===== src/hdl/ffd_pkg.sv =====
// Shared types and constants for the fixed-length frame deframer.
// Used by ffd_cell and fixed_frame_deframer_sum16; depends on nothing.
package ffd_pkg;

  localparam int CELLS     = 23;  // stored window bytes; the 24th is the incoming word
  localparam int SUM_W     = 13;  // prefix sums of up to 24 bytes fit in 13 bits
  localparam int FILL_W    = 5;
  localparam logic [FILL_W-1:0] FILL_LAST = 5'd23;
  localparam logic [FILL_W-1:0] FILL_AFTER_DROP1 = 5'd23;
  localparam logic [FILL_W-1:0] FILL_AFTER_DROP2 = 5'd22;
  localparam logic [7:0] HEAD0 = 8'hBB;
  localparam logic [7:0] HEAD1 = 8'hAA;

  localparam logic [1:0] OP_HOLD   = 2'd0;
  localparam logic [1:0] OP_APPEND = 2'd1;
  localparam logic [1:0] OP_DROP1  = 2'd2;
  localparam logic [1:0] OP_DROP2  = 2'd3;

  typedef struct packed {
    logic [1:0]       op;
    logic [7:0]       data;
    logic [SUM_W-1:0] sub;
  } cell_ctrl_t;

endpackage


===== src/hdl/ffd_cell.sv =====
// One window cell: holds a byte and the running sum of all bytes up to it.
// Depends on ffd_pkg for the control struct and operation codes.
module ffd_cell (
  input  logic                    clk,
  input  ffd_pkg::cell_ctrl_t     ctrl,
  input  logic                    wr_sel,
  input  logic [ffd_pkg::SUM_W-1:0] prev_sum,
  input  logic [7:0]              nb1_byte,
  input  logic [ffd_pkg::SUM_W-1:0] nb1_sum,
  input  logic [7:0]              nb2_byte,
  input  logic [ffd_pkg::SUM_W-1:0] nb2_sum,
  output logic [7:0]              byte_q,
  output logic [ffd_pkg::SUM_W-1:0] sum_q
);
  import ffd_pkg::*;

  // A drop shifts the window toward the front; the prefix sums are rebased by
  // subtracting the sum of the bytes that leave.
  always_ff @(posedge clk) begin
    unique case (ctrl.op)
      OP_APPEND: begin
        if (wr_sel) begin
          byte_q <= ctrl.data;
          sum_q  <= prev_sum + {{(SUM_W-8){1'b0}}, ctrl.data};
        end
      end
      OP_DROP1: begin
        byte_q <= nb1_byte;
        sum_q  <= nb1_sum - ctrl.sub;
      end
      OP_DROP2: begin
        byte_q <= nb2_byte;
        sum_q  <= nb2_sum - ctrl.sub;
      end
      OP_HOLD: begin
      end
    endcase
  end

endmodule


===== src/hdl/fixed_frame_deframer_sum16.sv =====
// Top level of the frame deframer: a row of window cells plus the frame check.
// Depends on ffd_pkg and ffd_cell.
//
//   channel  handshake             payload
//   in       in_valid / in_ready   rx_byte
//   out      out_valid / out_ready addr_byte, command_code, reserved_byte,
//                                  length_byte, payload_low, payload_high
//
// One input word is taken per cycle; a frame appears on the output register in the
// cycle after its last word is taken. The check of a full window uses per-cell prefix
// sums, so only one 16-bit compare sits behind the last word. Reset empties the
// window at once. Input stalls only when the next word would complete a window
// while a frame is still waiting on the output.
module fixed_frame_deframer_sum16 (
  input  logic        clk,
  input  logic        rst,
  input  logic        in_valid,
  output logic        in_ready,
  input  logic [7:0]  rx_byte,
  output logic        out_valid,
  input  logic        out_ready,
  output logic [7:0]  addr_byte,
  output logic [7:0]  command_code,
  output logic [7:0]  reserved_byte,
  output logic [7:0]  length_byte,
  output logic [63:0] payload_low,
  output logic [63:0] payload_high
);
  import ffd_pkg::*;

  logic [FILL_W-1:0] fill, fill_next;
  logic [7:0]        cell_byte [CELLS];
  logic [SUM_W-1:0]  cell_sum  [CELLS];
  logic [7:0]        ext_byte  [CELLS+2];
  logic [SUM_W-1:0]  ext_sum   [CELLS+2];
  logic [CELLS-1:0]  wr_sel;
  cell_ctrl_t        ctrl;
  logic              accept, at_full, hdr_ok, sum_ok, frame_hit;

  assign accept  = in_valid & in_ready;
  assign at_full = (fill == FILL_LAST);
  assign in_ready = !at_full || !out_valid || out_ready;

  // The incoming word stands in as the window's last byte when it completes it.
  always_comb begin
    for (int j = 0; j < CELLS; j++) begin
      ext_byte[j] = cell_byte[j];
      ext_sum[j]  = cell_sum[j];
    end
    ext_byte[CELLS]   = rx_byte;
    ext_sum[CELLS]    = cell_sum[CELLS-1] + {{(SUM_W-8){1'b0}}, rx_byte};
    ext_byte[CELLS+1] = '0;
    ext_sum[CELLS+1]  = '0;
  end

  assign hdr_ok = (cell_byte[0] == HEAD0) && (cell_byte[1] == HEAD1);
  assign sum_ok = ({3'b000, cell_sum[21]} == {rx_byte, cell_byte[22]});
  assign frame_hit = accept && at_full && hdr_ok && sum_ok;

  always_comb begin
    ctrl.op   = OP_HOLD;
    ctrl.data = rx_byte;
    if (accept) begin
      priority if (!at_full) ctrl.op = OP_APPEND;
      else if (!hdr_ok)      ctrl.op = OP_DROP1;
      else if (!sum_ok)      ctrl.op = OP_DROP2;
      else                   ctrl.op = OP_HOLD;
    end
    ctrl.sub = (ctrl.op == OP_DROP1) ? cell_sum[0] : cell_sum[1];
  end

  always_comb begin
    fill_next = fill;
    if (accept) begin
      priority if (!at_full) fill_next = fill + 5'd1;
      else if (!hdr_ok)      fill_next = FILL_AFTER_DROP1;
      else if (!sum_ok)      fill_next = FILL_AFTER_DROP2;
      else                   fill_next = '0;
    end
  end

  always_ff @(posedge clk) begin
    if (rst) begin
      fill <= '0;
    end else begin
      fill <= fill_next;
    end
  end

  genvar g;
  generate
    for (g = 0; g < CELLS; g++) begin : g_cell
      assign wr_sel[g] = (fill == FILL_W'(g));
      ffd_cell u_cell (
        .clk      (clk),
        .ctrl     (ctrl),
        .wr_sel   (wr_sel[g]),
        .prev_sum ((g == 0) ? {SUM_W{1'b0}} : cell_sum[(g == 0) ? 0 : g-1]),
        .nb1_byte (ext_byte[g+1]),
        .nb1_sum  (ext_sum[g+1]),
        .nb2_byte (ext_byte[g+2]),
        .nb2_sum  (ext_sum[g+2]),
        .byte_q   (cell_byte[g]),
        .sum_q    (cell_sum[g])
      );
    end
  endgenerate

  always_ff @(posedge clk) begin
    if (rst) begin
      out_valid <= 1'b0;
    end else if (frame_hit) begin
      out_valid <= 1'b1;
    end else if (out_ready) begin
      out_valid <= 1'b0;
    end
  end

  always_ff @(posedge clk) begin
    if (frame_hit) begin
      addr_byte     <= cell_byte[2];
      command_code  <= cell_byte[3];
      reserved_byte <= cell_byte[4];
      length_byte   <= cell_byte[5];
      for (int k = 0; k < 8; k++) begin
        payload_low[8*k +: 8]  <= cell_byte[6 + k];
        payload_high[8*k +: 8] <= cell_byte[14 + k];
      end
    end
  end

endmodule


===== config.mk =====
export PLATFORM = sky130hd
export DESIGN_NAME = fixed_frame_deframer_sum16
export DESIGN_NICKNAME = d
export VERILOG_FILES = /design/src/hdl/ffd_pkg.sv /design/src/hdl/ffd_cell.sv /design/src/hdl/fixed_frame_deframer_sum16.sv
export SDC_FILE = /design/constraint.sdc
export NUM_CORES = 2
export LEC_CHECK = 0
export ABC_AREA = 1
export BUFFER_PORTS_ARGS = -buffer_cell sky130_fd_sc_hd__buf_4
export CAP_MARGIN = 10
export CORE_ASPECT_RATIO = 0.7
export CORE_MARGIN = 3
export CORE_UTILIZATION = 30
export DETAILED_ROUTE_END_ITERATION = 8
export PLACE_DENSITY_LB_ADDON = 0.1
export SLEW_MARGIN = 25
export SYNTH_ARGS = -nofsm -noshare
export SYNTH_HDL_FRONTEND = slang
export SYNTH_SLANG_ARGS = --single-unit

===== constraint.sdc =====
create_clock -name clk -period 16.5 [get_ports clk]
set_clock_uncertainty 0.2 [all_clocks]
set_input_delay 0 -clock clk [delete_from_list [all_inputs] [get_ports clk]]
set_output_delay 0 -clock clk [all_outputs]
set_load 0.02 [all_outputs]

## Yosys cells after proc, flatten, opt, wreduce, memory -nomap -nowiden

Index checks and enable logic that the tools add are counted.

| storage, ports and cells | value |
|---|---|
| flip-flop bits (word level) | 649 |
| input bits | 12 |
| output and inout port bits | 162 |

| cells by class | value |
|---|---|
| add/subtract/negate cells | 48 |
| equal/unequal tests | 52 |
| multiplexer cells | 102 |
| bitwise gates (word level) | 1 |
| reductions and logical operators | 34 |

Operator list:

| operator | count |
|---|---|
| case mux 13 bit (3 select lines) | 23 |
| case mux 8 bit (3 select lines) | 23 |
| 2-to-1 mux 13 bit | 24 |
| adder 13 x 8 -> 13 bit | 23 |
| subtractor 13 bit | 23 |
| 2-to-1 mux 8 bit | 23 |
| != test 2 x 1 -> 1 bit, second input constant | 23 |
| AND reduction 2 bit | 23 |
| == test 5 x 4 -> 1 bit, second input constant | 8 |
| == test 5 bit, second input constant | 8 |
| == test 5 x 3 -> 1 bit, second input constant | 4 |
| == test 13 x 16 -> 1 bit | 1 |
| == test 8 bit, second input constant | 2 |
| 2-to-1 mux 5 bit | 3 |
| subtractor 1 x 13 -> 13 bit, first input constant | 1 |
| == test 5 x 2 -> 1 bit, second input constant | 2 |
| 2-to-1 mux 2 bit | 4 |
| adder 5 x 1 -> 5 bit, second input constant | 1 |
| == test 5 x 1 -> 1 bit, second input constant | 1 |
| logical NOT 5 bit | 1 |
| == test 2 bit, second input constant | 2 |
| logical AND 1 bit | 4 |
| nonzero test 3 bit | 1 |
| == test 2 x 1 -> 1 bit, second input constant | 1 |
| other kinds (5) | 8 |

## Longest topological paths before layout

| logic depth | value |
|---|---|
| word-level depth | 10 |
| mapped depth | 29 |

## Cells and area by module

Synthesis repeated with hierarchy kept, for this count alone.

| unflattened totals | value |
|---|---|
| cells, all modules | 9,162 |
| area, all modules | 63,334.5 µm² |

Modules (own cells, without submodules):

| module | instances | cells an instance | area an instance (µm²) |
|---|---|---|---|
| ffd_cell (g_cell[20].u_cell ...) | 11 | 380 | 2,478.6 |
| ffd_cell (g_cell[10].u_cell ...) | 8 | 376 | 2,472.4 |
| ffd_cell (g_cell[0].u_cell ...) | 3 | 382 | 2,473.6 |
| fixed_frame_deframer_sum16 | 1 | 446 | 6,374.9 |
| ffd_cell (g_cell[12].u_cell) | 1 | 382 | 2,494.9 |

## Least setup slack after synthesis

OpenSTA, ideal clock, no wires.

| path | value |
|---|---|
| kind | input port to flip-flop |
| from | in rx_byte[1] |
| to | reg addr_byte[0] (enable) |
| arrival | 12.199 ns |
| required time | 15.424 ns |
| path slack | 3.225 ns |
| stages on the path | 7 |
| cells stage by stage | inv_2 > o22ai_1 > a221oi_1 > nand2_1 > nor3_1 > nand3_1 > nor3_1 |

| between the ends | value |
|---|---|
| longest elaborated chain between the ends | 2 |

Ends and longest elaborated chain:

| item | RTL line | RTL |
|---|---|---|
| start: declaration | fixed_frame_deframer_sum16.sv:19 | `input logic [7:0] rx_byte,` |
| == test 13 x 16 -> 1 bit | fixed_frame_deframer_sum16.sv:57 | `assign sum_ok = ({3'b000, cell_sum[21]} == {rx_byte, cell_byte[22]});` |
| logical AND 1 bit | fixed_frame_deframer_sum16.sv:58 | `assign frame_hit = accept && at_full && hdr_ok && sum_ok;` |
| net frame_hit | fixed_frame_deframer_sum16.sv:38 | `logic accept, at_full, hdr_ok, sum_ok, frame_hit;` |
| end signal: assignment | fixed_frame_deframer_sum16.sv:121 | `addr_byte <= cell_byte[2];` |
| end: declaration | fixed_frame_deframer_sum16.sv:22 | `output logic [7:0] addr_byte,` |

The timed path passes the listed nets, and every way through them passes these cells.
A chain may end at the register's enable or synchronous reset.

## Worst setup path after layout

| path | value |
|---|---|
| from | reg g_cell[0].u_cell.byte_q[6] |
| to | reg g_cell[22].u_cell.sum_q[12] (netlist name), data pin |

| between the ends | value |
|---|---|
| longest elaborated chain between the ends | 9 |
| elaborated cells between the ends (all ways) | 12 |
| those cells by class | 2 x add/sub; 4 x eq/ne; 5 x mux; 1 x reduce/logical |

Ends and longest elaborated chain:

| item | RTL line | RTL |
|---|---|---|
| start: declaration | ffd_cell.sv:12 | `output logic [7:0] byte_q,` |
| start signal: assignment | ffd_cell.sv:23 | `byte_q <= ctrl.data;` |
| start signal: assignment | ffd_cell.sv:28 | `byte_q <= nb1_byte;` |
| start signal: assignment | ffd_cell.sv:32 | `byte_q <= nb2_byte;` |
| == test 8 bit * | fixed_frame_deframer_sum16.sv:56 | `assign hdr_ok = (cell_byte[0] == HEAD0) && (cell_byte[1] == HEAD1);` |
| logical AND 1 bit * | fixed_frame_deframer_sum16.sv:56 |  |
| 2-to-1 mux 2 bit * | fixed_frame_deframer_sum16.sv:65 | `else if (!hdr_ok) ctrl.op = OP_DROP1;` |
| 2-to-1 mux 2 bit * | fixed_frame_deframer_sum16.sv:64 | `priority if (!at_full) ctrl.op = OP_APPEND;` |
| 2-to-1 mux 2 bit * | fixed_frame_deframer_sum16.sv:63 | `if (accept) begin` |
| == test 2 bit | ffd_cell.sv:20, fixed_frame_deframer_sum16.sv:69 |  |
| 2-to-1 mux 13 bit | fixed_frame_deframer_sum16.sv:69 | `ctrl.sub = (ctrl.op == OP_DROP1) ? cell_sum[0] : cell_sum[1];` |
| subtractor 1 x 13 -> 13 bit or subtractor 13 bit (tied branches) | ffd_cell.sv:33, ffd_cell.sv:29 |  |
| case mux 13 bit (3 select lines) * | ffd_cell.sv:20 | `unique case (ctrl.op)` |
| end signal: assignment | ffd_cell.sv:24 | `sum_q <= prev_sum + {{(SUM_W-8){1'b0}}, ctrl.data};` |
| end signal: assignment | ffd_cell.sv:29 | `sum_q <= nb1_sum - ctrl.sub;` |
| end signal: assignment | ffd_cell.sv:33 | `sum_q <= nb2_sum - ctrl.sub;` |
| end: declaration | ffd_cell.sv:13 | `output logic [ffd_pkg::SUM_W-1:0] sum_q` |

Every way passes the cells marked *; elsewhere a longest branch is shown, timed or not.

==> results by stage <==
Clock tree:
- The CTS buffer count is 77.
- The source-to-sink clock delay at the later pin of the worst-skew pair is 0.69 ns.
- The clock tree from TritonCTS is yes.
- CTS built an H-tree with a depth of 3.
- The CTS sink count is 649.
- After clock tree synthesis, the repair step resized 0 gates.
- The clock tree root driver cell is clkbuf_16.
- The clock passes through at most 3 buffers.
- The clock-pin slew on the worst setup and hold paths is 0.07 ns.

Synth:
- Synthesis instantiated 60 different standard cells from the library.
- Ranked by total cell area, the synthesized netlist is headed by edfxtp_1, nand2_1, ha_1.
- The number of synthesis warnings is 0.
- The synthesized flop and latch total is 649.
- Summing every instance area after synthesis gives 50650 um^2.
- When the netlist entered floorplanning its net count stood at 6687.
- The largest total area in the synthesized netlist belongs to edfxtp_1.
- The mean post-synth cell area is 8.160 um^2.
- Synthesis produced a netlist whose cell count is 6207.
- Of the synthesized area, sequential elements account for 38.36%.
- Summed over its instances, the top area cell type makes up 38.12% of the synthesized netlist area.

Timing:
- For this run, the top clock speed supported by timing is 154.0 MHz.
- Setup repair after global routing left no endpoint under its margin.
- Across all hold checks on the routed design, the worst slack comes to 0.1154 ns.
- The final number of hold-violating endpoints was 0.
- At the pin with the least slew margin, the transition time is 1.090 ns.
- The minimum clock period after layout is 6.492 ns.
- The max-slew violation total from the final report is 0.
- For the final routed database, the setup TNS stands at 0 ns.
- Setup violations remaining at the end of the flow were counted as 0.
- The worst pin sits at a relative slew slack of 27.04%.
- The post-route clock period utilization is 39.35%.

Placed design:
- The count of buffers from port buffering is 173.
- At the end of routability-driven placement, the weighted congestion stood at 0.8696.
- The sum of net half-perimeters after detailed placement is 149.4 mm.

Worst setup path:
- The kind of critical path is flip-flop to flip-flop.
- STA classifies the critical path startpoint as a flip-flop.
- For the worst flop-to-flop path, the logic depth is 24.
- The maximum fanout along the worst path is 96.
- For the worst setup path, the data arrival time is 6.71 ns.
- The endpoint type of the worst setup path is a flip-flop.
- STA puts the critical path data required time at 16.72 ns.
- In this run the critical register-to-register path is captured at g_cell[22].u_cell.sum_q[12]$_DFFE_PP_.
- The startpoint of the worst register-to-register path is g_cell[0].u_cell.byte_q[6]$_DFFE_PP_.
- The setup check on the worst reg-to-reg path leaves a slack of 10.01 ns.

Run status:
- The run finished with clean final reports.

Finish:
- The final layout contains 6845 nets.
- The share of cells above drive strength 1 is 7.425%.
- The area growth from synthesis to layout is 13.22%.
- Leaving out fill and tap cells, the most frequent cells in the layout are nand2_1, inv_1, nand3_1, edfxtp_1, ha_1.
- The most common cell after layout, fill and taps aside is nand2_1.
- At the end of the flow the core is filled with cells to 34.36%.

Die:
- The placement row count is 125.
- The horizontal extent of the die is 497.1 um.
- The area of the die is 173900 um^2.
- From bottom edge to top edge, the die measures 349.8 um.
- Once the floorplan was initialized, standard cells occupied 30.35% of the core.
- The floorplan step defined a core boundary enclosing 166900 um^2.
- Pin placement for this block handled 174 I/O pins.

Power and ir drop:
- The worst-case IR drop observed on VDD is 0.06704 mV.
- Net switching is 27.90% of the power.
- The leakage power total is 24.77 nW.
- The power per standard cell area is 73.57 nW/um^2.
- Cell internal power was estimated by the tool at 3.042 mW.
- The part of the power in the clock network is 43.4%.
- In this run, flip-flops and latches consume 43.5% of the power.
- The combinational cell fraction of total power is 13.2%.
- The switching power summed over all nets is 1.177 mW.

GRT:
- The sum of overflow across all layers after global routing is 0.
- The first global-routing pass estimated 302.2 mm of wire.
- Entering global routing, the biggest net connects 182 pins.
- The number of global-route vias before repair came to 42940.
- The overall track demand over capacity in global routing is 23.12%.
- The initial antenna violation count is 6.

Detailed routing:
- The total DRC errors in the routed layout is 0.
- In this run, the number of DRC markers left after iteration 0 of detailed routing was 5227.
- The average wire per cell in the routed design is 23.93 um.
- The routed wire length is 206.9 mm.
- The via count is 46020.
- The routed via count divided by cell count is 5.322.
- Once detail routing completed, the nets flagged for antenna violations numbered 0.
- The first detailed-routing pass took 8 iterations.

Flow run:
- Max-cap violations in this run came to 0.

Min path:
- The end of the worst hold path is fill[4]$_SDFFE_PP0N_.
- The worst hold path class is primary input to flip-flop.
- The launch point of the worst hold path is in_valid.
- Counting instances, the worst hold path has a depth of 4.
stage by stage:
stage | cell area, um^2 | std cells | power [mW] | worst slack (ns)
after floorplan | 50650 | 6207 | 2.238 | 3.225
after global placement | 54610 | 8491 | 2.408 | 10.11
after detailed placement | 54610 | 8491 | 2.408 | 10.13
after CTS | 57300 | 8645 | 4.251 | 10.13
after global routing | 57340 | 8646 | 4.375 | 9.666
final | 57340 | 8647 | 4.219 | 10.01
layout make-up:
class                      count  area, um^2
antenna                        1       2.502
clock buffer                  97        2023
clock inverter                41       503.0
fill                       17410      109500
inverter                     836        3163
multi-input combinational   4544       27430
sequential                   649       19430
tap                         2222        2780
timing repair buffer         257        2014
flip-flops by register name, indices dropped and copies added (netlist names), 8 cells and up:
signal	cells
g_cell.u_cell.byte_q	184
payload_high	64
g_cell.u_cell.sum_q	299
command_code	8
length_byte	8
reserved_byte	8
payload_low	64
addr_byte	8
synth_stat cells, drive strengths merged:
library cell,count
a211oi,23
a21boi,15
a21o,14
a21oi,366
a221oi,3
a22oi,3
a31oi,20
and2,5
and3,2
buf,93
clkbuf,85
clkinv,1
dfxtp,6
edfxtp,643
fa,50
ha,418
inv,835
nand2,1466
nand3,782
nand3b,39
nand4,126
nor2,281
nor3,73
nor4,3
o211a,1
o211ai,91
o21a,25
o21ai,226
o21bai,31
o221ai,193
o22ai,18
o31ai,1
o41ai,1
or2,42
xnor2,77
xor2,149
routing by layer:
metal	vias up	routed length [um]	share of wire [%]	track usage [%]
met5	-	0	0	0
met4	0	2133	1.0	2.948
met3	133	14780	7.1	3.447
met2	1522	77170	37	30.39
met1	22340	112800	55	39.03
li1	22020	-	-	-
timing repair:
action	CTS	global route
setup buffers	0	0
endpoints found under the hold margin	61	0
hold buffers	16	0
kinds of logic after synthesis:
kind of cell | share of synthesized area, %
fa+ha+maj | 12.30
flops | 38.36
simple gates | 24.75
buf+inv | 7.846
compound gates | 12.82
xor+xnor | 3.923
how the worst max path moves through the flow:
| stage | from | endpoint | depth (start not counted) |
|---|---|---|---|
| 5_1_grt | g_cell[0].u_cell.byte_q[6]$_DFFE_PP_ | g_cell[22].u_cell.sum_q[12]$_DFFE_PP_ | 24 |
| 3_5_place_dp | g_cell[1].u_cell.byte_q[4]$_DFFE_PP_ | g_cell[22].u_cell.sum_q[12]$_DFFE_PP_ | 24 |
| 6_report | g_cell[0].u_cell.byte_q[6]$_DFFE_PP_ | g_cell[22].u_cell.sum_q[12]$_DFFE_PP_ | 24 |
| 3_3_place_gp | g_cell[0].u_cell.byte_q[6]$_DFFE_PP_ | g_cell[22].u_cell.sum_q[12]$_DFFE_PP_ | 24 |
| 2_1_floorplan | rx_byte[1] | addr_byte[0]$_DFFE_PP_ | 7 |
| 4_1_cts | g_cell[1].u_cell.byte_q[4]$_DFFE_PP_ | g_cell[22].u_cell.sum_q[12]$_DFFE_PP_ | 24 |
worst max-delay path: stages (launching register included):
cell      delay (ns)
edfxtp_1        0.37
nor2_1          0.10
nand2_1         0.05
nor2_1          0.16
nand2_1         0.39
nand3_4         0.53
clkinv_8        0.48
o21ai_4         1.03
buf_4           0.50
fa_1            0.49
ha_1            0.37
nand2_1         0.09
nor3_1          0.14
nand2_1         0.08
o211ai_1        0.24
and2_1          0.24
nand2_1         0.06
nand2_1         0.10
nand2_1         0.06
nand2_1         0.06
nand2_1         0.05
nand2_1         0.08
nand2_1         0.08
nand3_1         0.08
nand3_1         0.07
power by group through the flow:
| stage | logic, mW | clock network, mW | registers, mW |
|---|---|---|---|
| 3_3_place_gp | 0.538 | 0 | 1.87 |
| 3_5_place_dp | 0.539 | 0 | 1.87 |
| 6_report | 0.555 | 1.83 | 1.83 |
| 2_1_floorplan | 0.373 | 0 | 1.86 |
| 4_1_cts | 0.545 | 1.87 | 1.83 |
| 5_1_grt | 0.616 | 1.92 | 1.83 |
No activity file was read; power rests on OpenSTA's default activity.
